File: config.mk
export PLATFORM = sky130hd
export DESIGN_NAME = amx_mem
export DESIGN_NICKNAME = d
export VERILOG_FILES = /design/src/hw/rtl/amx_pkg.sv /design/src/hw/rtl/amx_mem.sv
export SDC_FILE = /design/constraint.sdc
export NUM_CORES = 2
export LEC_CHECK = 0
export BUFFER_PORTS_ARGS = -buffer_cell sky130_fd_sc_hd__buf_4
export CORE_ASPECT_RATIO = 0.5
export CORE_MARGIN = 4
export CORE_UTILIZATION = 50
export DETAILED_ROUTE_END_ITERATION = 7
export GPL_TIMING_DRIVEN = 0
export PLACE_DENSITY = 0.65
export SYNTH_ARGS = -nofsm -noshare
export SYNTH_HDL_FRONTEND = slang
export SYNTH_SLANG_ARGS = --single-unit
File: constraint.sdc
create_clock -name clk -period 9.01 [get_ports clk]
set_input_delay 0 -clock clk [delete_from_list [all_inputs] [get_ports clk]]
set_output_delay 0 -clock clk [all_outputs]
set_load 0.03 [all_outputs]
File: src/hw/rtl/amx_pkg.sv
package amx_pkg;

    localparam int MEM_WORDS_DEF = 128;
    localparam int PC_W          = 7;
    localparam int WORD_W        = 32;
    localparam int OP_W          = 4;

    localparam logic [OP_W-1:0] OP_READ       = 4'd0;
    localparam logic [OP_W-1:0] OP_WRITE      = 4'd1;
    localparam logic [OP_W-1:0] OP_LOAD       = 4'd2;
    localparam logic [OP_W-1:0] OP_STORE      = 4'd3;
    localparam logic [OP_W-1:0] OP_ADD        = 4'd4;
    localparam logic [OP_W-1:0] OP_SUB        = 4'd5;
    localparam logic [OP_W-1:0] OP_MUL        = 4'd6;
    localparam logic [OP_W-1:0] OP_DIV        = 4'd7;
    localparam logic [OP_W-1:0] OP_BRANCH     = 4'd8;
    localparam logic [OP_W-1:0] OP_BRANCHNEG  = 4'd9;
    localparam logic [OP_W-1:0] OP_BRANCHZERO = 4'd10;
    localparam logic [OP_W-1:0] OP_HALT       = 4'd11;

    typedef struct packed {
        logic [OP_W-1:0]          op;
        logic [PC_W-1:0]          addr;
        logic signed [WORD_W-1:0] in_value;
    } amx_in_t;

    typedef struct packed {
        logic [PC_W-1:0]          next_pc;
        logic signed [WORD_W-1:0] acc_value;
        logic signed [WORD_W-1:0] out_value;
        logic                     out_valid;
        logic                     halted;
        logic                     div_zero;
    } amx_out_t;

    typedef struct packed {
        logic              rd;
        logic              wr;
        logic [PC_W-1:0]   addr;
        logic [WORD_W-1:0] wdata;
    } amx_mem_req_t;

    typedef struct packed {
        logic [WORD_W-1:0] a;
        logic [WORD_W-1:0] b;
        logic              sub;
    } amx_alu_req_t;

endpackage

File: src/hw/rtl/amx_mem.sv
module amx_mem #(
    parameter int MEM_WORDS = amx_pkg::MEM_WORDS_DEF
) (
    input  logic                        clk,
    input  logic                        rst_n,
    input  amx_pkg::amx_mem_req_t       req,
    output logic [amx_pkg::WORD_W-1:0]  rdata,
    output logic                        busy
);
    import amx_pkg::*;

    localparam int AW = (MEM_WORDS > 1) ? $clog2(MEM_WORDS) : 1;
    localparam int IW = (AW > PC_W) ? AW : PC_W;

    logic [WORD_W-1:0] mem [MEM_WORDS];
    logic [AW-1:0]     clr_cnt_reg;
    logic [AW-1:0]     clr_cnt_next;
    logic              clr_busy_reg;
    logic              clr_busy_next;
    logic [AW-1:0]     idx;

    // Address modulo the memory size. The loop makes at most eight
    // subtractions, enough for any 7-bit address when MEM_WORDS is 15 or more.
    function automatic logic [AW-1:0] word_index(input logic [PC_W-1:0] a);
        logic [IW-1:0] r;
        r = IW'(a);
        for (int k = 0; k < 8; k++)
        begin
            if (32'(r) >= 32'(MEM_WORDS))
            begin
                r = r - IW'(MEM_WORDS);
            end
        end
        return r[AW-1:0];
    endfunction

    assign idx  = word_index(req.addr);
    assign busy = clr_busy_reg;

    always_comb
    begin
        clr_cnt_next  = clr_cnt_reg;
        clr_busy_next = clr_busy_reg;
        if (clr_busy_reg)
        begin
            clr_cnt_next = clr_cnt_reg + 1'b1;
            if (clr_cnt_reg == AW'(MEM_WORDS - 1))
            begin
                clr_busy_next = 1'b0;
            end
        end
    end

    always_ff @(posedge clk or negedge rst_n)
    begin
        if (!rst_n)
        begin
            clr_cnt_reg  <= '0;
            clr_busy_reg <= 1'b1;
        end
        else
        begin
            clr_cnt_reg  <= clr_cnt_next;
            clr_busy_reg <= clr_busy_next;
        end
    end

    always_ff @(posedge clk)
    begin
        if (clr_busy_reg)
        begin
            mem[clr_cnt_reg] <= '0;
        end
        else if (req.wr)
        begin
            mem[idx] <= req.wdata;
        end
        if (req.rd)
        begin
            rdata <= mem[idx];
        end
    end
endmodule

* After elaboration in Yosys (flattened, before gate mapping) *
Memories as Yosys holds them, arrays and structs flattened. A register that Yosys moved wholly into a read port is not among the register bits.
Index checks and enable logic that the tools add are counted.
Widths: inputs -> output; s select.

storage, ports and cells
  bits in registers = 8
  RAM bits = 4096
  output and inout bits = 33
  word-level logic and storage cells = 16
  memories = 1

memories
  name  depth  bits a word  rd ports  clocked after memory_dff  write ports  line           source
  mem   128    32           1         1                         1            amx_mem.sv:15  logic [WORD_W-1:0] mem [MEM_WORDS];

cells by class
  $add $sub $neg = 1
  equal/unequal tests = 1
  multiplexer cells = 10
  reduce and logical (&&, ||, !) cells = 1

operators by type and width
  kind                 count
  $mux 32              1
  $reduce_or 32->1     1
  $mux 1               8
  $add 7x1->7 const B  1
  $eq 7x7->1 const B   1
  $mux 7               1

* Longest topological paths before layout *
  depth after elaboration = 5
  depth in mapped cells = 8
  mapped depth without buffers = 5

* Worst setup path after synthesis *
OpenSTA, ideal clock, no wires.

  path type = input -> register
  start = in req[34] (netlist bit)
  end = mem mem[32][0], enable pin
  data arrival time = 3.249 ns
  required time = 8.589 ns
  path slack = 5.340 ns
  cell stages on the path = 8
  buffers on the path = 4
  cells stage by stage = clkbuf_1 clkbuf_1 clkbuf_1 or4b_2 o31ai_1 nand3_1 clkbuf_1 nor2_1

on the way
  longest elaborated chain between the ends = 1

RTL lines
  item              line           source
  from (decl)       amx_mem.sv:6   input amx_pkg::amx_mem_req_t req,
  $mux 7 (no line)  -
  to (decl)         amx_mem.sv:15

No other way between the ends.

* Worst setup path in the final report *
  start = reg clr_busy_reg, in the netlist busy
  end = mem mem[111][8], enable pin

on the way
  longest elaborated chain between the ends = 4
  elaborated cells on any way between the ends = 7

RTL lines
  item                                        line           source
  from (decl)                                 amx_mem.sv:18  logic clr_busy_reg;
  from (signal assigned)                      amx_mem.sv:64  clr_busy_reg <= clr_busy_next;
  $mux 1                                      amx_mem.sv:70  if (clr_busy_reg)
  $mux 1 (not written as such)                amx_mem.sv:76  mem[idx] <= req.wdata;
  $reduce_or 32->1 (no line)                  -
  $mux 7 (no line) or $mux 1 (tied branches)  -

Several ways; a longest one is shown, not always the timed one.

==> results.md <==
Clock tree:
- The tree is rooted in a sky130_fd_sc_hd__clkbuf_16.
- Clock-pin slew was measured on the worst setup and hold paths at 60 ps.
- The clock buffer count from CTS is 361.
- The hold buffer count at cts is 36.
- In this run, post-CTS repair resized a total of 0 instances.
- The number of H-tree levels is 5.
- The clock passes through at most 4 buffers.
- The number of sinks driven by the clock tree is 4,136.
- The post-CTS setup buffer count is 0.
- TritonCTS built the clock tree.
- The source-to-sink clock delay at the later pin of the worst-skew pair is 890 ps.

Worst setup path:
- The top fanout value on the critical path is 17.
- The critical path startpoint category is a flop.
- The worst register-to-register path ends at mem[111][8].
- For the worst flop-to-flop path, the logic depth is 7.
- The launch point of the worst reg-to-reg path is busy.
- Setup slack on the worst reg-to-reg path comes out at 4240 ps.
- For the worst setup path, the data arrival time is 5340 ps.
- The worst setup path category is flop to flop.
- STA puts the critical path data required time at 9580 ps.
- The kind of end point of the critical path is a flop.

Timing:
- The setup TNS is 0 ps.
- The smallest clock period supported by the final layout is computed as 4774 ps.
- The number of setup violations in the final report is 0.
- The worst hold slack across all endpoints is 161.6 ps.
- The fmax is 209.5 MHz.
- Once routing completed, OpenROAD measured the worst setup slack at 4236 ps.
- The final count of hold timing violations is 0.
- The relative max-transition margin is -2.057%.
- The setup clock skew after layout is 37.36 ps.
- Setup repair after global routing left no endpoint under its margin.
- The post-route fraction of the period consumed by the critical path is 52.99%.
- For the pin with the worst max-slew slack, the measured transition is 1531 ps.
- The number of max-slew violations in the final report is 11.

Global routing:
- Summed over all layers, the global routing overflow is 0.
- The via count of the first global-routing pass is 72,640.
- The first-pass GRT wire length is 578,300 um.
- Across every metal layer, demand over resource in global routing totals 25.84%.
- The number of antenna violations at the first check in global routing is 86.
- Entering global routing, the biggest net connects 85 pins.

Pwr:
- IR analysis of the VDD net gives a maximum drop of 0.1499 mV.
- The power density relative to cell area is 217.5 nW/um^2.
- Summing internal, switching and leakage power gives 0.03934 W.
- In this run the static leakage power is 58.20 nW.

Floorplanning:
- The die footprint is 324,200 sq um.
- The standard cell core area is 312,800 sq um.
- After floorplanning, the core was divided into 145 placement rows.
- The horizontal die dimension is 801.3 um.
- 76 I/O pins were placed.
- The starting utilization of the core area is 50.30%.
- The floorplan step set the die height to 404.6 um.

Drt:
- The DRC violation total after the first TritonRoute iteration is 11,400.
- The total length of routed wires is 418,900 um.
- The number of iterations in the first detailed-routing pass is 6.
- The post-detailed-route count of antenna-violating nets is 0.
- The total via count in the routed design is 73,280.
- The post-detailed-route via-to-cell ratio is 6.517.
- In the routed design, unresolved DRC markers number 0.
- The average wire per cell in the routed design is 37.25 um.

Placed design:
- The quantity of I/O buffers inserted on ports is 70.
- The placed cell area is 168,400 sq um.
- The placed wire-length estimate is 290,400 um.
- Routability-driven placement finished with a final weighted congestion of 0.9548.
- The worst slack after detailed placement is 3083 ps.

Cells and area:
- After the last flow step, the layout net total stands at 6,758.
- The flip-flop count of the largest register after layout is 4,096.
- Fill cells in the final layout number 21,450.
- The signed area change from the synthesized netlist to the final layout is 14.96%.
- The share of cells above drive strength 1 is 34.64%.
- The commonest non-fill, non-tap cell in the layout is sky130_fd_sc_hd__edfxtp_1.
- In the layout the commonest cells are sky130_fd_sc_hd__edfxtp_1 (4,128), sky130_fd_sc_hd__mux4_2 (1,344), sky130_fd_sc_hd__clkbuf_16 (374).
- The cell area after layout is 180,900 sq um.

Synthesis:
- Of the synthesized area, sequential elements account for 78.92%.
- The synthesized design devotes to its leading area cell type 78.79% of total area.
- The top cell type by total area after synthesis is sky130_fd_sc_hd__edfxtp_1.
- The number of cells produced by synthesis is 6,078.
- By area the synthesized netlist is led by sky130_fd_sc_hd__edfxtp_1 (79%), sky130_fd_sc_hd__mux4_2 (19%), sky130_fd_sc_hd__clkbuf_1 (0.46%).
- When the netlist entered floorplanning its net count stood at 6,122.
- The unique cell type count in the Yosys netlist is 27.
- The synthesized area divided by synthesized cell count is 25.88 sq um.
- The synthesized area is 157,300 sq um.
- The post-synthesis register bit count is 4,136.
- The count of yosys warnings during synthesis is 0.

Run status:
- The checks that failed: max-capacitance violations, max-slew violations.
- The flow ran to the end, but the final reports show violations.

Worst hold path:
- Along the worst hold path, the cell count comes to 4.
- The worst hold path startpoint is req[37].
- The path with the worst hold slack has its endpoint at rdata[0].
- The worst hold path belongs to the class primary input to flop.

Run:
- The number of max-cap violations is 2.
-- worst max-delay path by stage --
stage | start | to | slack [ps] | depth (start not counted)
2_1_floorplan | req[34] | mem[32][0] | 5340 | 8
3_3_place_gp | req[34] | mem[71][14] | 330 | 8
3_5_place_dp | req[35] | mem[72][10] | 3080 | 8
4_1_cts | req[35] | mem[72][8] | 4020 | 8
5_1_grt | busy | mem[108][20] | 4310 | 7
6_report | busy | mem[111][8] | 4240 | 7
-- cells in the mapped netlist --
library cell                number
sky130_fd_sc_hd__edfxtp_1     4128
sky130_fd_sc_hd__or4bb_1         1
sky130_fd_sc_hd__nor2_1        130
sky130_fd_sc_hd__nand4_1         2
sky130_fd_sc_hd__buf_1          31
sky130_fd_sc_hd__mux2i_1         4
sky130_fd_sc_hd__clkbuf_1      194
sky130_fd_sc_hd__mux2_2         34
sky130_fd_sc_hd__buf_2          95
sky130_fd_sc_hd__a21boi_0        1
sky130_fd_sc_hd__nand4bb_1       5
sky130_fd_sc_hd__o21ai_0         6
sky130_fd_sc_hd__buf_4           1
sky130_fd_sc_hd__and2_1         32
sky130_fd_sc_hd__xnor2_1         4
sky130_fd_sc_hd__nand2b_1        6
sky130_fd_sc_hd__nand3_1        12
sky130_fd_sc_hd__or2_2           1
sky130_fd_sc_hd__nor2b_1         1
sky130_fd_sc_hd__dfstp_2         1
sky130_fd_sc_hd__mux4_2       1344
sky130_fd_sc_hd__ha_1            1
sky130_fd_sc_hd__or4b_2          3
sky130_fd_sc_hd__o31ai_1         3
sky130_fd_sc_hd__dfrtp_1         7
sky130_fd_sc_hd__nand2_1        29
sky130_fd_sc_hd__xor2_1          2
-- cells by family after synthesis --
logic type,after synthesis,synth area share [%]
adder cells (fa/ha/maj),1,0.007952
flip-flops,4136,78.92
AND/OR/NAND/NOR,222,0.6466
multiplexers,1382,19.51
XOR/XNOR,6,0.03340
AO/OA/AOI/OAI,10,0.03818
buffers and inverters,321,0.8438
-- cell type report --
cell class | count | area (sq um) | area share, %
sequential | 4136 | 124200 | 68.65
multi-input combinational | 1621 | 32880 | 18.18
clock buffer | 436 | 9592 | 5.304
tap | 4189 | 5241 | 2.898
timing repair buffer | 273 | 5125 | 2.834
clock inverter | 219 | 2361 | 1.306
buffer | 321 | 1371 | 0.7583
antenna | 50 | 125.1 | 0.06918
-- critical path, cell delays in order, from the launching register on --
cell	delay (ps)
sky130_fd_sc_hd__dfstp_2	690
sky130_fd_sc_hd__clkbuf_1	410
sky130_fd_sc_hd__or2_2	210
sky130_fd_sc_hd__clkbuf_1	400
sky130_fd_sc_hd__nand3_1	760
sky130_fd_sc_hd__clkbuf_2	790
sky130_fd_sc_hd__nor2_4	870
sky130_fd_sc_hd__buf_16	240
-- power breakdown --
group | switching, W | total, W | internal [W] | leakage [nW]
clock | 0.00685 | 0.0159 | 0.00903 | 5.79
sequential | 0.0000178 | 0.0212 | 0.0212 | 40.1
combinational | 0.00144 | 0.00224 | 0.000794 | 12.3
-- through the flow --
step | std cells | util, %
after floorplan | 6078 | -
after global placement | 10340 | 52.14
after detailed placement | 10500 | 53.84
after CTS | 11190 | 57.78
after global routing | 11210 | 57.79
final | 11250 | 57.82
-- routing by layer --
metal / vias to the layer above / track usage (%) / share of wire [%]
li1: 28080 / - / -
met5: - / 0.4864 / 0.10
met4: 30 / 8.061 / 3.6
met2: 4737 / 36.81 / 44
met3: 688 / 10.27 / 15
met1: 39750 / 37.06 / 38
Power figures use the tool's default switching activity.
