==> src/hw/rtl/amx_pkg.sv <==
package amx_pkg;

    localparam int MEM_WORDS_DEF = 128;
    localparam int PC_W          = 7;
    localparam int WORD_W        = 32;
    localparam int OP_W          = 4;

    localparam logic [OP_W-1:0] OP_READ       = 4'd0;
    localparam logic [OP_W-1:0] OP_WRITE      = 4'd1;
    localparam logic [OP_W-1:0] OP_LOAD       = 4'd2;
    localparam logic [OP_W-1:0] OP_STORE      = 4'd3;
    localparam logic [OP_W-1:0] OP_ADD        = 4'd4;
    localparam logic [OP_W-1:0] OP_SUB        = 4'd5;
    localparam logic [OP_W-1:0] OP_MUL        = 4'd6;
    localparam logic [OP_W-1:0] OP_DIV        = 4'd7;
    localparam logic [OP_W-1:0] OP_BRANCH     = 4'd8;
    localparam logic [OP_W-1:0] OP_BRANCHNEG  = 4'd9;
    localparam logic [OP_W-1:0] OP_BRANCHZERO = 4'd10;
    localparam logic [OP_W-1:0] OP_HALT       = 4'd11;

    typedef struct packed {
        logic [OP_W-1:0]          op;
        logic [PC_W-1:0]          addr;
        logic signed [WORD_W-1:0] in_value;
    } amx_in_t;

    typedef struct packed {
        logic [PC_W-1:0]          next_pc;
        logic signed [WORD_W-1:0] acc_value;
        logic signed [WORD_W-1:0] out_value;
        logic                     out_valid;
        logic                     halted;
        logic                     div_zero;
    } amx_out_t;

    typedef struct packed {
        logic              rd;
        logic              wr;
        logic [PC_W-1:0]   addr;
        logic [WORD_W-1:0] wdata;
    } amx_mem_req_t;

    typedef struct packed {
        logic [WORD_W-1:0] a;
        logic [WORD_W-1:0] b;
        logic              sub;
    } amx_alu_req_t;

endpackage

==> src/hw/rtl/amx_seq.sv <==
module amx_seq (
    input  logic                        clk,
    input  logic                        rst_n,
    input  logic                        in_valid,
    output logic                        in_ready,
    input  amx_pkg::amx_in_t            in_data,
    output logic                        res_done,
    output amx_pkg::amx_out_t           res_data,
    input  logic                        res_take,
    output amx_pkg::amx_mem_req_t       mem_req,
    input  logic [amx_pkg::WORD_W-1:0]  mem_rdata,
    input  logic                        mem_busy,
    output amx_pkg::amx_alu_req_t       alu_req,
    input  logic [amx_pkg::WORD_W:0]    alu_sum
);
    import amx_pkg::*;

    localparam logic [2:0] S_CLEAR = 3'd0;
    localparam logic [2:0] S_IDLE  = 3'd1;
    localparam logic [2:0] S_EXEC  = 3'd2;
    localparam logic [2:0] S_MUL   = 3'd3;
    localparam logic [2:0] S_DABS  = 3'd4;
    localparam logic [2:0] S_DIV   = 3'd5;
    localparam logic [2:0] S_DNEG  = 3'd6;
    localparam logic [2:0] S_DONE  = 3'd7;

    localparam logic [4:0] ITER_LAST = 5'd31;

    logic [2:0]        state_reg,  state_next;
    logic [WORD_W-1:0] acc_reg,    acc_next;
    logic [PC_W-1:0]   pc_reg,     pc_next;
    logic              run_reg,    run_next;
    logic [OP_W-1:0]   op_reg,     op_next;
    logic [PC_W-1:0]   addr_reg,   addr_next;
    logic [WORD_W-1:0] val_reg,    val_next;
    logic [WORD_W-1:0] wa_reg,     wa_next;
    logic [WORD_W-1:0] wb_reg,     wb_next;
    logic [WORD_W-1:0] wc_reg,     wc_next;
    logic [4:0]        cnt_reg,    cnt_next;
    logic              neg_reg,    neg_next;
    logic [WORD_W-1:0] outv_reg,   outv_next;
    logic              outvld_reg, outvld_next;
    logic              dz_reg,     dz_next;
    logic [WORD_W-1:0] rem_shift;

    assign in_ready = (state_reg == S_IDLE);
    assign res_done = (state_reg == S_DONE);
    assign rem_shift = {wc_reg[WORD_W-2:0], wb_reg[WORD_W-1]};

    assign res_data = '{next_pc:   pc_reg,
                        acc_value: acc_reg,
                        out_value: outv_reg,
                        out_valid: outvld_reg,
                        halted:    !run_reg,
                        div_zero:  dz_reg};

    always_comb
    begin
        state_next  = state_reg;
        acc_next    = acc_reg;
        pc_next     = pc_reg;
        run_next    = run_reg;
        op_next     = op_reg;
        addr_next   = addr_reg;
        val_next    = val_reg;
        wa_next     = wa_reg;
        wb_next     = wb_reg;
        wc_next     = wc_reg;
        cnt_next    = cnt_reg;
        neg_next    = neg_reg;
        outv_next   = outv_reg;
        outvld_next = outvld_reg;
        dz_next     = dz_reg;
        mem_req     = '{rd: 1'b0, wr: 1'b0, addr: addr_reg, wdata: val_reg};
        alu_req     = '{a: acc_reg, b: mem_rdata, sub: 1'b0};

        unique case (state_reg)
            S_CLEAR:
            begin
                if (!mem_busy)
                begin
                    state_next = S_IDLE;
                end
            end
            S_IDLE:
            begin
                // The operand read goes out every idle cycle so the word is
                // ready in the execute cycle.
                mem_req.rd   = 1'b1;
                mem_req.addr = in_data.addr;
                if (in_valid)
                begin
                    op_next     = in_data.op;
                    addr_next   = in_data.addr;
                    val_next    = in_data.in_value;
                    outv_next   = '0;
                    outvld_next = 1'b0;
                    dz_next     = 1'b0;
                    state_next  = run_reg ? S_EXEC : S_DONE;
                end
            end
            S_EXEC:
            begin
                pc_next    = pc_reg + 1'b1;
                state_next = S_DONE;
                unique case (op_reg)
                    OP_READ:
                    begin
                        mem_req.wr = 1'b1;
                    end
                    OP_WRITE:
                    begin
                        outv_next   = mem_rdata;
                        outvld_next = 1'b1;
                    end
                    OP_LOAD:
                    begin
                        acc_next = mem_rdata;
                    end
                    OP_STORE:
                    begin
                        mem_req.wr    = 1'b1;
                        mem_req.wdata = acc_reg;
                    end
                    OP_ADD:
                    begin
                        acc_next = alu_sum[WORD_W-1:0];
                    end
                    OP_SUB:
                    begin
                        alu_req.sub = 1'b1;
                        acc_next    = alu_sum[WORD_W-1:0];
                    end
                    OP_MUL:
                    begin
                        wa_next    = acc_reg;
                        wb_next    = mem_rdata;
                        wc_next    = '0;
                        cnt_next   = '0;
                        state_next = S_MUL;
                    end
                    OP_DIV:
                    begin
                        if (mem_rdata == '0)
                        begin
                            dz_next  = 1'b1;
                            run_next = 1'b0;
                            pc_next  = pc_reg;
                        end
                        else
                        begin
                            // Divisor magnitude now, dividend magnitude next.
                            alu_req    = '{a: '0, b: mem_rdata, sub: 1'b1};
                            wa_next    = mem_rdata[WORD_W-1] ? alu_sum[WORD_W-1:0]
                                                             : mem_rdata;
                            neg_next   = acc_reg[WORD_W-1] ^ mem_rdata[WORD_W-1];
                            state_next = S_DABS;
                        end
                    end
                    OP_BRANCH:
                    begin
                        pc_next = addr_reg;
                    end
                    OP_BRANCHNEG:
                    begin
                        if (acc_reg[WORD_W-1])
                        begin
                            pc_next = addr_reg;
                        end
                    end
                    OP_BRANCHZERO:
                    begin
                        if (acc_reg == '0)
                        begin
                            pc_next = addr_reg;
                        end
                    end
                    OP_HALT:
                    begin
                        run_next = 1'b0;
                    end
                    default:
                    begin
                    end
                endcase
            end
            S_MUL:
            begin
                // Shift-and-add, low word only.
                alu_req  = '{a: wc_reg, b: wa_reg, sub: 1'b0};
                wa_next  = wa_reg << 1;
                wb_next  = wb_reg >> 1;
                cnt_next = cnt_reg + 1'b1;
                if (wb_reg[0])
                begin
                    wc_next = alu_sum[WORD_W-1:0];
                end
                if (cnt_reg == ITER_LAST)
                begin
                    acc_next   = wb_reg[0] ? alu_sum[WORD_W-1:0] : wc_reg;
                    state_next = S_DONE;
                end
            end
            S_DABS:
            begin
                alu_req    = '{a: '0, b: acc_reg, sub: 1'b1};
                wb_next    = acc_reg[WORD_W-1] ? alu_sum[WORD_W-1:0] : acc_reg;
                wc_next    = '0;
                cnt_next   = '0;
                state_next = S_DIV;
            end
            S_DIV:
            begin
                // Restoring division; the carry out says the trial fits.
                alu_req  = '{a: rem_shift, b: wa_reg, sub: 1'b1};
                cnt_next = cnt_reg + 1'b1;
                if (alu_sum[WORD_W])
                begin
                    wc_next = alu_sum[WORD_W-1:0];
                    wb_next = {wb_reg[WORD_W-2:0], 1'b1};
                end
                else
                begin
                    wc_next = rem_shift;
                    wb_next = {wb_reg[WORD_W-2:0], 1'b0};
                end
                if (cnt_reg == ITER_LAST)
                begin
                    state_next = S_DNEG;
                end
            end
            S_DNEG:
            begin
                alu_req    = '{a: '0, b: wb_reg, sub: 1'b1};
                acc_next   = neg_reg ? alu_sum[WORD_W-1:0] : wb_reg;
                state_next = S_DONE;
            end
            S_DONE:
            begin
                if (res_take)
                begin
                    state_next = S_IDLE;
                end
            end
            default:
            begin
                state_next = S_IDLE;
            end
        endcase
    end

    always_ff @(posedge clk or negedge rst_n)
    begin
        if (!rst_n)
        begin
            state_reg  <= S_CLEAR;
            acc_reg    <= '0;
            pc_reg     <= '0;
            run_reg    <= 1'b1;
            outvld_reg <= 1'b0;
            dz_reg     <= 1'b0;
        end
        else
        begin
            state_reg  <= state_next;
            acc_reg    <= acc_next;
            pc_reg     <= pc_next;
            run_reg    <= run_next;
            outvld_reg <= outvld_next;
            dz_reg     <= dz_next;
        end
    end

    always_ff @(posedge clk)
    begin
        op_reg   <= op_next;
        addr_reg <= addr_next;
        val_reg  <= val_next;
        wa_reg   <= wa_next;
        wb_reg   <= wb_next;
        wc_reg   <= wc_next;
        cnt_reg  <= cnt_next;
        neg_reg  <= neg_next;
        outv_reg <= outv_next;
    end
endmodule

==> config.mk <==
export PLATFORM = sky130hd
export DESIGN_NAME = amx_seq
export DESIGN_NICKNAME = d
export VERILOG_FILES = /design/src/hw/rtl/amx_pkg.sv /design/src/hw/rtl/amx_seq.sv
export SDC_FILE = /design/constraint.sdc
export NUM_CORES = 1
export LEC_CHECK = 0
export ABC_AREA = 1
export BUFFER_PORTS_ARGS = -buffer_cell sky130_fd_sc_hd__clkbuf_2
export CORE_ASPECT_RATIO = 0.5
export CORE_MARGIN = 1
export CORE_UTILIZATION = 45
export DETAILED_ROUTE_END_ITERATION = 8
export MAX_ROUTING_LAYER = met4
export PLACE_DENSITY = 0.78
export SYNTH_ARGS = -nofsm -noshare
export SYNTH_HDL_FRONTEND = slang
export SYNTH_SLANG_ARGS = --single-unit
==> constraint.sdc <==
create_clock -name clk -period 10.7 [get_ports clk]
set_input_delay 1.07 -clock clk [delete_from_list [all_inputs] [get_ports clk]]
set_output_delay 1.07 -clock clk [all_outputs]
set_load 0.05 [all_outputs]
# [Yosys cells after proc, flatten, opt, wreduce, memory -nomap -nowiden]
# Index checks and enable logic that the tools add are counted.
[totals] regBits=222 input_bits=113 out_inout_bits=182 wordCells=129
[classes] addsub=2 n_eq_ne=33 muxes=52 n_bitwise=2 reduce_logical=25
[op_table] op="two-way mux 32 bit" count=13
[op_table] op="one-hot mux 65 bit (5 select lines)" count=1
[op_table] op="one-hot mux 32 bit (2 select lines)" count=4
[op_table] op="one-hot mux 32 bit (4 select lines)" count=2
[op_table] op="one-hot mux 32 bit (3 select lines)" count=1
[op_table] op="two-way mux 65 bit" count=1
[op_table] op="zero test 32 bit" count=2
[op_table] op="two-way mux 64 bit" count=1
[op_table] op="two-way mux 7 bit" count=4
[op_table] op="one-hot mux 7 bit (4 select lines)" count=1
[op_table] op="one-hot mux 3 bit (8 select lines)" count=1
[op_table] op="two-way mux 3 bit" count=6
[op_table] op="equality test 4 x 3 -> 1 bit (second input constant)" count=4
[op_table] op="equality test 4 bit (second input constant)" count=4
[op_table] op="one-hot mux 5 bit (3 select lines)" count=1
[op_table] op="AND reduction 3 bit" count=5
[op_table] op="!= test 2 bit (second input constant)" count=7
[op_table] op="equality test 3 bit (second input constant)" count=4
[op_table] op="two-way mux 1 bit" count=9
[op_table] op="equality test 4 x 2 -> 1 bit (second input constant)" count=2
[op_table] op="!= test 2 x 1 -> 1 bit (second input constant)" count=4
[op_table] op="one-hot mux 1 bit (2 select lines)" count=4
[op_table] op="AND reduction 2 bit" count=4
[op_table] op="adder 7 x 1 -> 7 bit (second input constant)" count=1
[op_table] op="other kinds (22)" count=28

# [Depth between registers and ports, before layout]
[depth] ltp_word=4 depth_mapped=12 depth_no_buf=11

# [Worst setup path after synthesis]
# OpenSTA, ideal clock, no wires.
[synth_path] path_type="register to output" start="reg state_reg[2]" end="out alu_req[0] (netlist bit)" arrival_time_ns=2.991 required_time_ns=9.630 path_slack_ns=6.639 stages_incl_launch_ff=8 n_path_buf=2 cell_sequence="dfrtp_1 -> buf_2 -> inv_2 -> nand2_1 -> nor2_4 -> inv_2 -> buf_2 -> o311ai_0"
[synth_rtl] element="start, declared" line_no="amx_seq.sv:29" rtl="logic [2:0] state_reg, state_next;"
[synth_rtl] element="start signal, assigned" line_no="amx_seq.sv:265" rtl="state_reg <= state_next;"
[synth_rtl] element="end, declared" line_no="amx_seq.sv:13" rtl="output amx_pkg::amx_alu_req_t alu_req,"

==> reports/metrics.csv <==
stage,metric,value,unit
global_route,antenna_found_initial,2,
sta,hold_violations,0,
drt,drt-initial-drc-count,2264,
worst_hold_path,min-delay-start,outvld_reg,
yosys,synth_area_leaders,"edfxtp_1 (38%), nand2_1 (11%), o21ai_0 (8.6%)",
worst_setup_path,rr_startpoint,state_reg[2],
drt,wirelength,54.8,mm
cells_and_area,syn_to_final_growth,17.7,%
sta,period_needed,4860,ps
floorplan,ios,295,
worst_setup_path,r2r-end,acc_reg[16],
sta,period_share,45.4,%
floorplan,dieArea,31600,um^2
floorplan,initial_core_util,45.8,%
placement,finalWeightedCongestion,1.01,
clock_tree,cts-resized-gates,0,
cells_and_area,drive_gt1_share,18.0,%
global_route,grt_pass1_wl,82.3,mm
sta,rsz0062_at_grt,no,
yosys,synth-seq-cells,222,
global_route,grt_pass1_vias,14200,
cells_and_area,multi_input_area,6150,um^2
clock_tree,ctsHoldBuffers,0,
clock_tree,h-tree-depth,1,
clock_tree,numClockSinks,222,
clock_tree,cts_buffer_depth,3,
worst_hold_path,hold_class,flip-flop to flip-flop,
cells_and_area,finalNetCount,2167,
sta,max_freq,0.206,GHz
sta,tns,0,ps
clock_tree,postCtsSetupBuffers,0,
clock_tree,clock_latency,550,ps
placement,portBuffers,294,
sta,finalSetupViolCount,0,
drt,ant_nets,0,
clock_tree,cts_buffers,22,
cells_and_area,seqCellArea,6440,um^2
drt,drt-wirelength-per-cell,22.2,um
worst_hold_path,holdPathStages,2,
yosys,synthesis.area,13900,um^2
placement,post-dp-hpwl,38.3,mm
global_route,grt_overflow,0,
floorplan,rows,45,
yosys,syn-num-nets,1942,
worst_hold_path,min_to,outvld_reg,
job,drv_cap,0,
clock_tree,clkSlewWorstSetupHoldPaths,60,ps
yosys,yosysMostFrequentCell,nand2_1,
yosys,synthCells,1826,
cells_and_area,nFillCells,2936,
yosys,synth.avg_cell_area,7.61,um^2
yosys,synth_top_area_share,38.3,%
worst_setup_path,rr_worst_depth,9,
yosys,synthTopCellsByCount,"nand2_1 (418), o21ai_0 (238), inv_1 (211)",
worst_setup_path,crit_arrival,3790,ps
worst_setup_path,crit_fanout,60,
outcome,outcome,finished clean,
clock_tree,cts_tree,done,
worst_setup_path,crit_required,9630,ps
sta,skew,25.0,ps
worst_setup_path,crit_type,flip-flop to primary output,
clock_tree,cts-root-buf,clkbuf_16,
drt,via_per_inst,6.17,
yosys,yosysSeqAreaShare,46.4,%
drt,dr.pass1.iters,7,
yosys,ys_async_sr_fraction,20.3,%
global_route,grtUsageTotal,34.8,%
worst_setup_path,critPathLaunchType,flip-flop,
drt,drc,0,
sta,tightest_slew,1100,ps
yosys,ys.flop_type,edfxtp_1,
worst_setup_path,rrSetupSlack,7010,ps
sta,slew_headroom,26.9,%
yosys,ys_types,40,
drt,via_count,15200,
floorplan,die_w,250,um
worst_setup_path,end_kind,primary output,
floorplan,core-area,30300,um^2
yosys,yosys.area.top_type,edfxtp_1,
yosys,synth_edf_count,177,
yosys,yosys_warnings,0,
floorplan,die_h,126,um
sta,maxSlewViolCount,0,
global_route,grt_max_degree,76,
per-layer routing:
metal	wire length, um	global-route usage (%)	up-vias	share of wire, %
li1	-	-	6736	-
met5	0	-	-	0
met1	19800	41.7	7048	36
met4	3780	19.7	0	6.9
met2	25300	55.6	1156	46
met3	5930	6.55	294	11
cells by family after synthesis:
kind of cell	synth area share, %
xor+xnor	0.252
mux	0.0811
fa+ha+maj	0.270
simple gates	19.1
buf+inv	9.56
flops	46.4
compound gates	24.3
stage by stage:
step / hold slack, ps / setup slack, ps / std cells / utilization, % / instance area (um^2)
6_report: 503 / 5840 / 2468 / 53.9 / 16300
5_1_grt: 535 / 5710 / 2468 / 53.9 / 16300
3_3_place_gp: 488 / 6500 / 2426 / 51.4 / 15600
2_1_floorplan: 448 / 6640 / 1826 / - / 13900
4_1_cts: 511 / 5910 / 2466 / 53.9 / 16300
3_5_place_dp: 498 / 6410 / 2426 / 51.4 / 15600
how the worst max path moves through the flow:
stage	start	slack, ps	cells past startpoint	to
2_1_floorplan	state_reg[2]	6640	7	alu_req[0]
3_3_place_gp	mem_rdata[31]	6500	13	alu_req[52]
3_5_place_dp	mem_rdata[31]	6410	13	alu_req[52]
4_1_cts	state_reg[0]	5910	9	alu_req[28]
5_1_grt	state_reg[0]	5710	8	alu_req[10]
6_report	state_reg[0]	5840	9	alu_req[28]
worst max-delay path: stages, from the launching register on:
cell and delay [ps]:
dfrtp_1 450, inv_1 110, nor2_1 100, nand2_2 430, buf_4 670, nand2_1 430, buf_4 360, a221oi_1 300
o21ai_0 130, clkbuf_2 250
cell usage in the layout, fill, tap and decap left out, types with 4 or more instances in the layout:
| cell type | netlist | routed |
|---|---|---|
| inv_1 | 211 | 210 |
| nand3_1 | 52 | 52 |
| clkbuf_16 | 0 | 23 |
| o21ai_1 | 5 | 5 |
| o211ai_1 | 42 | 42 |
| nand2_1 | 418 | 415 |
| a21oi_1 | 167 | 167 |
| edfxtp_1 | 177 | 177 |
| clkinv_1 | 3 | 8 |
| nor2_4 | 2 | 4 |
| o22ai_1 | 54 | 54 |
| buf_4 | 3 | 30 |
| nor3_1 | 39 | 39 |
| dfrtp_1 | 44 | 44 |
| clkbuf_1 | 74 | 6 |
| o21ai_0 | 238 | 238 |
| nor2_1 | 144 | 141 |
| inv_2 | 4 | 4 |
| a31oi_1 | 4 | 4 |
| clkbuf_2 | 0 | 294 |
| a22oi_1 | 48 | 48 |
| a221oi_1 | 12 | 12 |
| o2111ai_1 | 13 | 13 |
area by class of cell:
type                       count  area share, %
clock inverter                10          0.727
antenna                        2         0.0306
multi-input combinational   1263           37.6
inverter                     218           5.01
tap                          399           3.05
clock buffer                  30           3.74
sequential                   222           39.4
timing repair buffer         324           10.4
Power is left out: the tool's default activity adds up to more than one toggle a clock period on the data nets, which glitch-free logic cannot reach.
