**src/hw/rtl/amx_pkg.sv**
```systemverilog
package amx_pkg;

    localparam int MEM_WORDS_DEF = 128;
    localparam int PC_W          = 7;
    localparam int WORD_W        = 32;
    localparam int OP_W          = 4;

    localparam logic [OP_W-1:0] OP_READ       = 4'd0;
    localparam logic [OP_W-1:0] OP_WRITE      = 4'd1;
    localparam logic [OP_W-1:0] OP_LOAD       = 4'd2;
    localparam logic [OP_W-1:0] OP_STORE      = 4'd3;
    localparam logic [OP_W-1:0] OP_ADD        = 4'd4;
    localparam logic [OP_W-1:0] OP_SUB        = 4'd5;
    localparam logic [OP_W-1:0] OP_MUL        = 4'd6;
    localparam logic [OP_W-1:0] OP_DIV        = 4'd7;
    localparam logic [OP_W-1:0] OP_BRANCH     = 4'd8;
    localparam logic [OP_W-1:0] OP_BRANCHNEG  = 4'd9;
    localparam logic [OP_W-1:0] OP_BRANCHZERO = 4'd10;
    localparam logic [OP_W-1:0] OP_HALT       = 4'd11;

    typedef struct packed {
        logic [OP_W-1:0]          op;
        logic [PC_W-1:0]          addr;
        logic signed [WORD_W-1:0] in_value;
    } amx_in_t;

    typedef struct packed {
        logic [PC_W-1:0]          next_pc;
        logic signed [WORD_W-1:0] acc_value;
        logic signed [WORD_W-1:0] out_value;
        logic                     out_valid;
        logic                     halted;
        logic                     div_zero;
    } amx_out_t;

    typedef struct packed {
        logic              rd;
        logic              wr;
        logic [PC_W-1:0]   addr;
        logic [WORD_W-1:0] wdata;
    } amx_mem_req_t;

    typedef struct packed {
        logic [WORD_W-1:0] a;
        logic [WORD_W-1:0] b;
        logic              sub;
    } amx_alu_req_t;

endpackage

```
**src/hw/rtl/amx_alu.sv**
```systemverilog
module amx_alu (
    input  amx_pkg::amx_alu_req_t req,
    output logic [amx_pkg::WORD_W:0] sum
);
    import amx_pkg::*;

    logic [WORD_W-1:0] b_eff;

    // The top bit is the carry out; on a subtract it is set when a >= b.
    assign b_eff = req.sub ? ~req.b : req.b;
    assign sum   = {1'b0, req.a} + {1'b0, b_eff} + (WORD_W+1)'(req.sub);
endmodule

```
**config.mk**
```make
export PLATFORM = sky130hd
export DESIGN_NAME = amx_alu
export DESIGN_NICKNAME = d
export VERILOG_FILES = /design/src/hw/rtl/amx_pkg.sv /design/src/hw/rtl/amx_alu.sv
export SDC_FILE = /design/constraint.sdc
export NUM_CORES = 1
export LEC_CHECK = 0
export BUFFER_PORTS_ARGS = -buffer_cell sky130_fd_sc_hd__buf_4
export CAP_MARGIN = 10
export CORE_MARGIN = 2
export CORE_UTILIZATION = 50
export DETAILED_ROUTE_END_ITERATION = 12
export PLACE_DENSITY_LB_ADDON = 0.25
export SKIP_LAST_GASP = 1
export SYNTH_ARGS = -nofsm -noshare
export SYNTH_HDL_FRONTEND = slang
export SYNTH_SLANG_ARGS = --single-unit
```
**constraint.sdc**
```tcl
create_clock -name vclk -period 6.1
set_clock_uncertainty 0.2 [all_clocks]
set_input_delay 1.22 -clock vclk [all_inputs]
set_output_delay 1.22 -clock vclk [all_outputs]
set_load 0.02 [all_outputs]
```
* Word-level counts from Yosys, hierarchy flattened *
Index checks and enable logic that the tools add are counted.

word-level totals
  register bits after elaboration = 0
  output and inout port bits = 33
  logic and storage cells = 4

operators by class
  add/subtract/negate cells = 2
  muxes and demuxes = 1
  bitwise gates (word level) = 1

operators with widths
  cell                                       count
  32-bit by 32-bit adder with 33-bit output  1
  33-bit by 1-bit adder with 33-bit output   1
  32-bit 2-to-1 mux                          1
  32-bit NOT                                 1

* Logic depth before layout (Yosys ltp) *
Gate-level depths: netlist (run 1).

  depth after elaboration = 4
  depth in mapped cells = 11
  depth with buffers taken out = 10

* Least setup slack after synthesis (run 1) *
No wires, ideal clock.

  path kind = input -> output
  start point = input req[0] in the netlist's numbering
  end point = output sum[28] in the netlist's numbering
  arrival = 4289 ps
  setup slack = 391 ps
  stages on the path = 11
  path buffers = 2
  cells stage by stage = buf_2 > clkbuf_1 > xor2_1 > ha_1 > a21o_1 > a21o_1 > a221o_1 > a221o_1 > a31o_2 > nand4_1 > nor4bb_1

on the way
  longest elaborated chain between the ends = 3

ends and longest elaborated chain
  item                                        line           text
  start: declaration                          amx_alu.sv:2   input amx_pkg::amx_alu_req_t req,
  32-bit 2-to-1 mux                           amx_alu.sv:10  assign b_eff = req.sub ? ~req.b : req.b;
  32-bit by 32-bit adder with 33-bit output   amx_alu.sv:11  assign sum = {1'b0, req.a} + {1'b0, b_eff} + (WORD_W+1)'(req.sub);
  33-bit by 1-bit adder with 33-bit output *  amx_alu.sv:11
  end: declaration                            amx_alu.sv:3   output logic [amx_pkg::WORD_W:0] sum

Every way passes the cells marked *; elsewhere a longest branch is shown, timed or not.

* Worst setup path in the final report (run 1) *
Ends and elaborated chain as after synthesis.

==> flow_metrics.py, run 1 <==
metrics = {
    "run_status": {
        "status": "completed",
    },
    "route": {
        "routed-via-count": 2498,
        "wl_microns": 6080,
        "drt-initial-drc-count": 115,
        "drtPass1Iterations": 5,
        "post_drt_wl_per_cell_microns": 14.2,
        "drc_errors": 0,
        "via_per_inst": 5.85,
        "antenna_left": 0,
    },
    "critical_path": {
        "start_kind": "input port",
        "critical_path.top_delay_family": "compound AO/OA/AOI/OAI gates",
        "crit_buf_inv": 2,
        "cp.arrival_ns": 4.22,
        "cp_data_required_time_ns": 4.68,
        "worst_path_max_delay_cell": "a2111oi_0",
        "cp_slowest_stage_delay_ns": 0.50,
        "crit_type": "input port to output pin",
        "crit_fanout": 24,
        "crit_path_end_kind": "output pin",
        "path_cells": "buf_4 > xor2_1 > ha_1 > a21o_1 > a21o_1 > a221o_1 > a221o_1 > a31o_2 > a2111oi_0 > nor4bb_1 > buf_4",
    },
    "yosys": {
        "synth_area_sq_um": 2110,
        "synthesis.nets": 386,
        "ys_warn_count": 0,
        "ys_seq_area_share_pct": 0,
        "yosys.area.top_type": "ha_1",
        "synth.area.top_cells": "ha_1 (20%), xor2_1 (17%), a21oi_1 (7.4%), xnor2_1 (7.1%), a21o_1 (5.7%)",
        "synthCells": 286,
        "avgSynthCellArea_sq_um": 7.36,
        "ys_top_cells_by_count": "xor2_1 (41), ha_1 (34), a21oi_1 (31)",
        "synth_top_area_share_pct": 20.2,
        "synth.most_common_cell": "xor2_1",
        "synth_cell_types": 46,
    },
    "timing": {
        "period_share_pct": 92.4,
        "slew_headroom_pct": 60.2,
        "finalSetupViolations": 0,
        "fmax_ghz": 0.177,
        "tightest_slew_ns": 0.597,
        "setup_tns_ns": 0,
        "slew_viol_final": 0,
        "fin_crit_ns": 5.64,
        "hold_viol_final": 0,
        "rsz0062_at_grt": "false",
        "whs_ns": 2.54,
    },
    "place": {
        "io_buffers": 98,
        "place_congestion": 0.870,
        "dp_hpwl_microns": 5090,
    },
    "clocking": {
        "post_cts_buffers": 0,
        "hold_buffers": 0,
        "cts.repair.resized": 0,
    },
    "finish": {
        "ff_latch_area_sq_um": 0,
        "final_nets": 479,
        "insertedDiodeCount": 0,
        "syn2layout_area_growth_pct": 36.7,
        "clkbuf_count": 0,
        "multiInputGateArea_sq_um": 2040,
        "drive_gt1_share_pct": 27.3,
        "fill_cells": 357,
        "nFlopsAndLatches": 0,
    },
    "floorplanning": {
        "core_sq_um": 4030,
        "die_w_microns": 68.9,
        "num_io_pins": 98,
        "start_util_pct": 52.3,
        "row_count": 23,
        "die_h_microns": 68.9,
        "dieArea_sq_um": 4750,
    },
    "global_routing": {
        "grt_max_degree": 25,
        "grt_usage_pct": 24.4,
        "grt_antenna_before_repair": 0,
        "grt_pass1_wl_microns": 9290,
        "grt_pass1_vias": 2217,
        "grt_overflow_total": 0,
    },
    "power": {
        "power.density_nw_per_um2": 195,
        "vdd_drop_max_v": 0.000130,
        "p_leak_uw": 0.00149,
    },
    "flow_run": {
        "max_cap_violations": 0,
    },
    "worst_hold_path": {
        "hold_class": "input port to output pin",
    },
}
## worst min-delay path, cell delays in order
cell and delay [ns]:
buf_4 0.09, xor2_1 0.06, buf_4 0.15
## through the flow
stage | cells | setup slack (ns) | util (%) | power, uW | cell area, sq um
2_1_floorplan | 286 | 0.391 | - | 361 | 2110
3_3_place_gp | 427 | 0.582 | 71.5 | 548 | 2880
3_5_place_dp | 427 | 0.567 | 71.5 | 557 | 2880
4_1_cts | 427 | 0.558 | 71.5 | 559 | 2880
5_1_grt | 427 | 0.321 | 71.5 | 607 | 2880
6_report | 427 | 0.464 | 71.5 | 561 | 2880
## layer usage
metal  part of all wire, %  vias up  wire, microns  global-route usage [%]
li1                      -     1254              -                       -
met1                    44     1141           2690                    30.7
met2                    50       99           3040                    47.7
met3                   5.2        4            316                   0.325
met4                  0.61        0             37                    1.96
met5                     0        -              0                       0
## cell usage in the layout (no fill, tap or decap), types with 3 or more instances in the layout
| master | synthesis | layout |
|---|---|---|
| a211o_1 | 3 | 3 |
| a211oi_1 | 4 | 4 |
| a21o_1 | 16 | 16 |
| a21oi_1 | 31 | 31 |
| a221o_1 | 3 | 3 |
| and2_1 | 4 | 4 |
| and3_1 | 6 | 6 |
| buf_4 | 0 | 99 |
| ha_1 | 34 | 34 |
| inv_1 | 9 | 9 |
| nand2_1 | 19 | 19 |
| nand3_1 | 12 | 12 |
| nand4_1 | 3 | 3 |
| nor2_1 | 10 | 10 |
| nor2b_1 | 5 | 5 |
| nor3_1 | 3 | 3 |
| o211ai_1 | 5 | 5 |
| o21a_1 | 5 | 5 |
| o21ai_0 | 8 | 8 |
| o21bai_1 | 6 | 6 |
| o22ai_1 | 3 | 3 |
| o31ai_1 | 4 | 4 |
| xnor2_1 | 17 | 17 |
| xor2_1 | 41 | 41 |
## power by group
part           leakage (uW)  switching (uW)  internal (uW)
Clock                     0               0              0
Combinational       0.00149             311            250
Sequential                0               0              0
## path summary, 6_finish.rpt
check | from | endpoint | cells past startpoint
max | req[0] | sum[28] | 11
min | req[33] | sum[0] | 3
## area by class of cell
type                       instances  area share, %
inverter                           9           1.17
multi-input combinational        269           70.8
tap                               50           2.17
timing repair buffer              99           25.8
## cells by family (layout without fill, tap and decap cells)
group | after synthesis | count (layout) | share of synthesized area (%)
multiplexers | 2 | 2 | 0.951
AO/OA/AOI/OAI | 102 | 102 | 32.9
buffers and inverters | 17 | 108 | 3.15
AND/OR/NAND/NOR | 72 | 72 | 17.7
XOR/XNOR | 58 | 58 | 24.1
adder cells (fa/ha/maj) | 35 | 35 | 21.2
(Power assumes the default switching activity.)
==> run 2: changes to the inputs <==
Settings changed: CORE_UTILIZATION 50 to 45, SKIP_LAST_GASP 1 to not set.
Clock period 6.1 ns to 4.65 ns, I/O delays scaled along.
==> flow_metrics.py, run 2 (synthesis gave the netlist of run 1 again) <==
metrics = {
    "route": {
        "drt-initial-drc-count": 141,
        "antenna_left": 0,
        "route.top_layer_used": "met4",
        "wl_microns": 6920,
        "drtPass1Iterations": 4,
        "post_drt_wl_per_cell_microns": 14.8,
        "wl_met2_microns": 3520,
        "dr_wl_met3_microns": 337,
        "m1WireLength_microns": 2950,
        "routed-via-count": 2671,
        "via_per_inst": 5.71,
        "drc_errors": 0,
    },
    "global_routing": {
        "grt_pass1_wl_microns": 11100,
        "grt_usage_pct": 25.2,
        "grt_max_degree": 13,
        "grt_overflow_total": 0,
        "grt_antenna_before_repair": 0,
        "grt_pass1_vias": 2606,
    },
    "critical_path": {
        "crit_path_end": "sum[28]",
        "cp_data_required_time_ns": 3.52,
        "start_kind": "input port",
        "crit_type": "input port to output pin",
        "crit_path_end_kind": "output pin",
        "crit_fanout": 12,
        "critPathLaunch": "req[0]",
        "cp.arrival_ns": 3.45,
    },
    "worst_hold_path": {
        "hold_class": "input port to output pin",
    },
    "flow_run": {
        "max_cap_violations": 0,
    },
    "floorplanning": {
        "core_sq_um": 4440,
        "start_util_pct": 47.4,
        "dieArea_sq_um": 5240,
        "die_h_microns": 72.4,
        "die_w_microns": 72.4,
        "row_count": 24,
        "num_io_pins": 98,
    },
    "finish": {
        "mostFrequentLayoutCells": "buf_4 (134), xor2_1 (38), ha_1 (33)",
        "syn2layout_area_growth_pct": 57.9,
        "final_nets": 518,
        "drive_gt1_share_pct": 37.5,
        "layout_commonest_cell": "buf_4",
        "insertedDiodeCount": 0,
        "clkbuf_count": 0,
        "nFlopsAndLatches": 0,
        "ff_latch_area_sq_um": 0,
    },
    "timing": {
        "slew_viol_final": 0,
        "fmax_ghz": 0.218,
        "hold_viol_final": 0,
        "finalSetupViolations": 0,
        "period_share_pct": 98.5,
        "slew_headroom_pct": 69.3,
        "setup_tns_ns": 0,
        "fin_crit_ns": 4.58,
        "tightest_slew_ns": 0.454,
    },
    "power": {
        "p_leak_uw": 0.00171,
        "power.density_nw_per_um2": 253,
        "power.total_uw": 841,
        "vdd_drop_max_v": 0.000192,
    },
    "clocking": {
        "hold_buffers": 0,
    },
    "run_status": {
        "status": "completed",
    },
    "place": {
        "io_buffers": 98,
        "place_congestion": 0.895,
        "dp_hpwl_microns": 5750,
    },
}
==> run 2: cell type report <==
type                       count  area [sq um]
timing repair buffer         138          1060
inverter                       9          33.8
fill                         363          1120
multi-input combinational    269          2170
tap                           52          65.1
==> run 2: worst max-delay path, cell delays in order <==
cell	delay, ns
buf_8	0.14
buf_8	0.14
xor2_1	0.16
ha_2	0.20
a21o_1	0.18
a21o_1	0.17
a221o_1	0.34
a221o_1	0.34
a31o_4	0.23
buf_6	0.12
nand4_1	0.08
nor4bb_4	0.24
buf_4	0.19
==> run 2: per-stage QoR <==
step	cells	setup WS, ns	area, sq um	hold slack (ns)	utilization, %
4_1_cts	467	0.0195	3250	1.96	73.1
2_1_floorplan	286	-0.0626	2160	1.78	-
5_1_grt	468	-0.000812	3320	1.98	74.8
6_report	468	0.0690	3320	1.95	74.8
3_5_place_dp	467	-0.104	3210	1.96	72.2
3_3_place_gp	467	-0.0277	3210	1.95	72.2
==> run 2: layer usage <==
metal  global-route usage [%]  up-vias
li1                         -     1340
met1                     31.5     1223
met2                     48.6       96
met3                    0.694       12
met4                     3.70        0
met5                        0        -
==> run 2: worst min path at each step <==
| stage | start | end | cells after the start |
|---|---|---|---|
| final | req[33] | sum[0] | 3 |
| after detailed placement | req[33] | sum[0] | 3 |
| after CTS | req[33] | sum[0] | 3 |
| after global placement | req[33] | sum[0] | 3 |
| after floorplan | req[1] | sum[0] | 1 |
| after global routing | req[33] | sum[0] | 3 |
==> run 2: repair_timing <==
action / CTS / global route
setup buffers: 0 / 1
pin swaps: 2 / 8
resized for setup: 6 / 15
setup endpoints to repair: 6 / 12
==> run 2: power breakdown <==
part           internal [uW]  total (uW)  switching (uW)
registers                  0           0               0
logic                    396         841             444
clock network              0           0               0
==> run 3: changes to the inputs <==
Settings changed: CELL_PAD_IN_SITES_DETAIL_PLACEMENT set to 1, CELL_PAD_IN_SITES_GLOBAL_PLACEMENT set to 1, CORE_UTILIZATION 45 to 31.
==> flow_metrics.py, run 3 (synthesis gave the netlist of run 1 again) <==
metrics = {
    "run_status": {
        "status": "completed",
    },
    "finish": {
        "fin_area_sq_um": 3460,
        "nFlopsAndLatches": 0,
        "instances_no_fill": 504,
        "drive_gt1_share_pct": 40.6,
        "insertedDiodeCount": 0,
        "mostFrequentLayoutCells": "buf_4 (142), xor2_1 (36), ha_1 (32)",
        "layout_commonest_cell": "buf_4",
        "final_nets": 526,
        "clkbuf_count": 0,
        "multiInputGateArea_sq_um": 2210,
        "fill_cells": 862,
        "ff_latch_area_sq_um": 0,
        "syn2layout_area_growth_pct": 64.5,
    },
    "critical_path": {
        "cp_data_required_time_ns": 3.52,
        "cp.arrival_ns": 3.45,
        "crit_type": "input port to output pin",
        "cp_slowest_stage_delay_ns": 0.36,
        "critical_path.top_delay_family": "compound AO/OA/AOI/OAI gates",
        "crit_buf_inv": 2,
        "crit_path_end_kind": "output pin",
        "path_cells": "buf_12 > xor2_2 > ha_1 > a21o_1 > a21o_1 > a221o_1 > a221o_1 > a31o_4 > a2111oi_4 > nor4bb_4 > buf_4",
        "start_kind": "input port",
        "worst_path_max_delay_cell": "a221o_1",
        "crit_fanout": 13,
    },
    "global_routing": {
        "grt_pass1_wl_microns": 13100,
        "grt_pass1_vias": 2887,
        "grt_max_degree": 14,
        "grt_usage_pct": 20.8,
        "grt_antenna_before_repair": 0,
        "grt_overflow_total": 0,
    },
    "power": {
        "vdd_drop_max_v": 0.000124,
        "p_leak_uw": 0.00175,
        "power.density_nw_per_um2": 251,
    },
    "timing": {
        "tightest_slew_ns": 0.437,
        "period_share_pct": 98.6,
        "slew_viol_final": 0,
        "fmax_ghz": 0.218,
        "fin_crit_ns": 4.58,
        "slew_headroom_pct": 70.8,
        "hold_viol_final": 0,
        "finalSetupViolations": 0,
    },
    "floorplanning": {
        "die_w_microns": 86.4,
        "dieArea_sq_um": 7470,
        "row_count": 30,
        "die_h_microns": 86.4,
        "start_util_pct": 31.5,
        "core_sq_um": 6680,
        "num_io_pins": 98,
    },
    "place": {
        "dp_hpwl_microns": 6730,
        "place_congestion": 0.831,
        "place_area_sq_um": 3290,
        "io_buffers": 98,
        "dp_cells": 501,
    },
    "worst_hold_path": {
        "hold_class": "input port to output pin",
    },
    "route": {
        "drtPass1Iterations": 4,
        "antenna_left": 0,
        "drt-initial-drc-count": 74,
        "wl_microns": 7820,
        "routed-via-count": 2658,
        "drc_errors": 0,
        "via_per_inst": 5.27,
        "post_drt_wl_per_cell_microns": 15.5,
    },
    "clocking": {
        "hold_buffers": 0,
    },
    "flow_run": {
        "max_cap_violations": 0,
    },
}
[run 3: through the flow]
| step | worst slack (ns) | TNS [ns] | util (%) | power, uW | hold WS (ns) |
|---|---|---|---|---|---|
| 2_1_floorplan | -0.0626 | -0.0732 | - | 489 | 1.78 |
| 3_3_place_gp | -0.0337 | -0.0957 | 49.3 | 815 | 1.96 |
| 3_5_place_dp | -0.118 | -0.441 | 49.3 | 833 | 1.97 |
| 4_1_cts | 0.00592 | 0 | 50.0 | 848 | 1.97 |
| 5_1_grt | -0.0283 | -0.0283 | 51.9 | 943 | 1.98 |
| 6_report | 0.0665 | 0 | 51.9 | 870 | 1.96 |
[run 3: final timing paths]
check     from  endpoint  slack [ns]  cells past startpoint
max     req[0]   sum[28]        0.07                     11
min    req[33]    sum[0]        1.96                      3
[run 3: timing repair]
action / in CTS / in global routing
setup endpoints to repair: 9 / 12
gates cloned: 0 / 0
setup buffers: 1 / 2
pin swaps: 2 / 13
resized for setup: 8 / 24
[run 3: where the power goes]
part           internal, uW  switching, uW
clock                     0              0
combinational           412            458
sequential                0              0
total                   412            458
[run 3: layer usage]
| layer | wire [microns] | part of all wire (%) | vias up | global-route usage, % |
|---|---|---|---|---|
| met1 | 3430 | 44 | 1260 | 26.8 |
| met4 | 72 | 0.92 | 0 | 2.13 |
| met2 | 4120 | 53 | 52 | 39.9 |
| met3 | 202 | 2.6 | 6 | 0.286 |
| met5 | 0 | 0 | - | 0 |
| li1 | - | - | 1340 | - |
[run 3: area by class of cell]
class / count / share of cell area (%)
multi-input combinational: 269 / 63.8
tap: 80 / 2.89
inverter: 9 / 0.975
timing repair buffer: 146 / 32.3
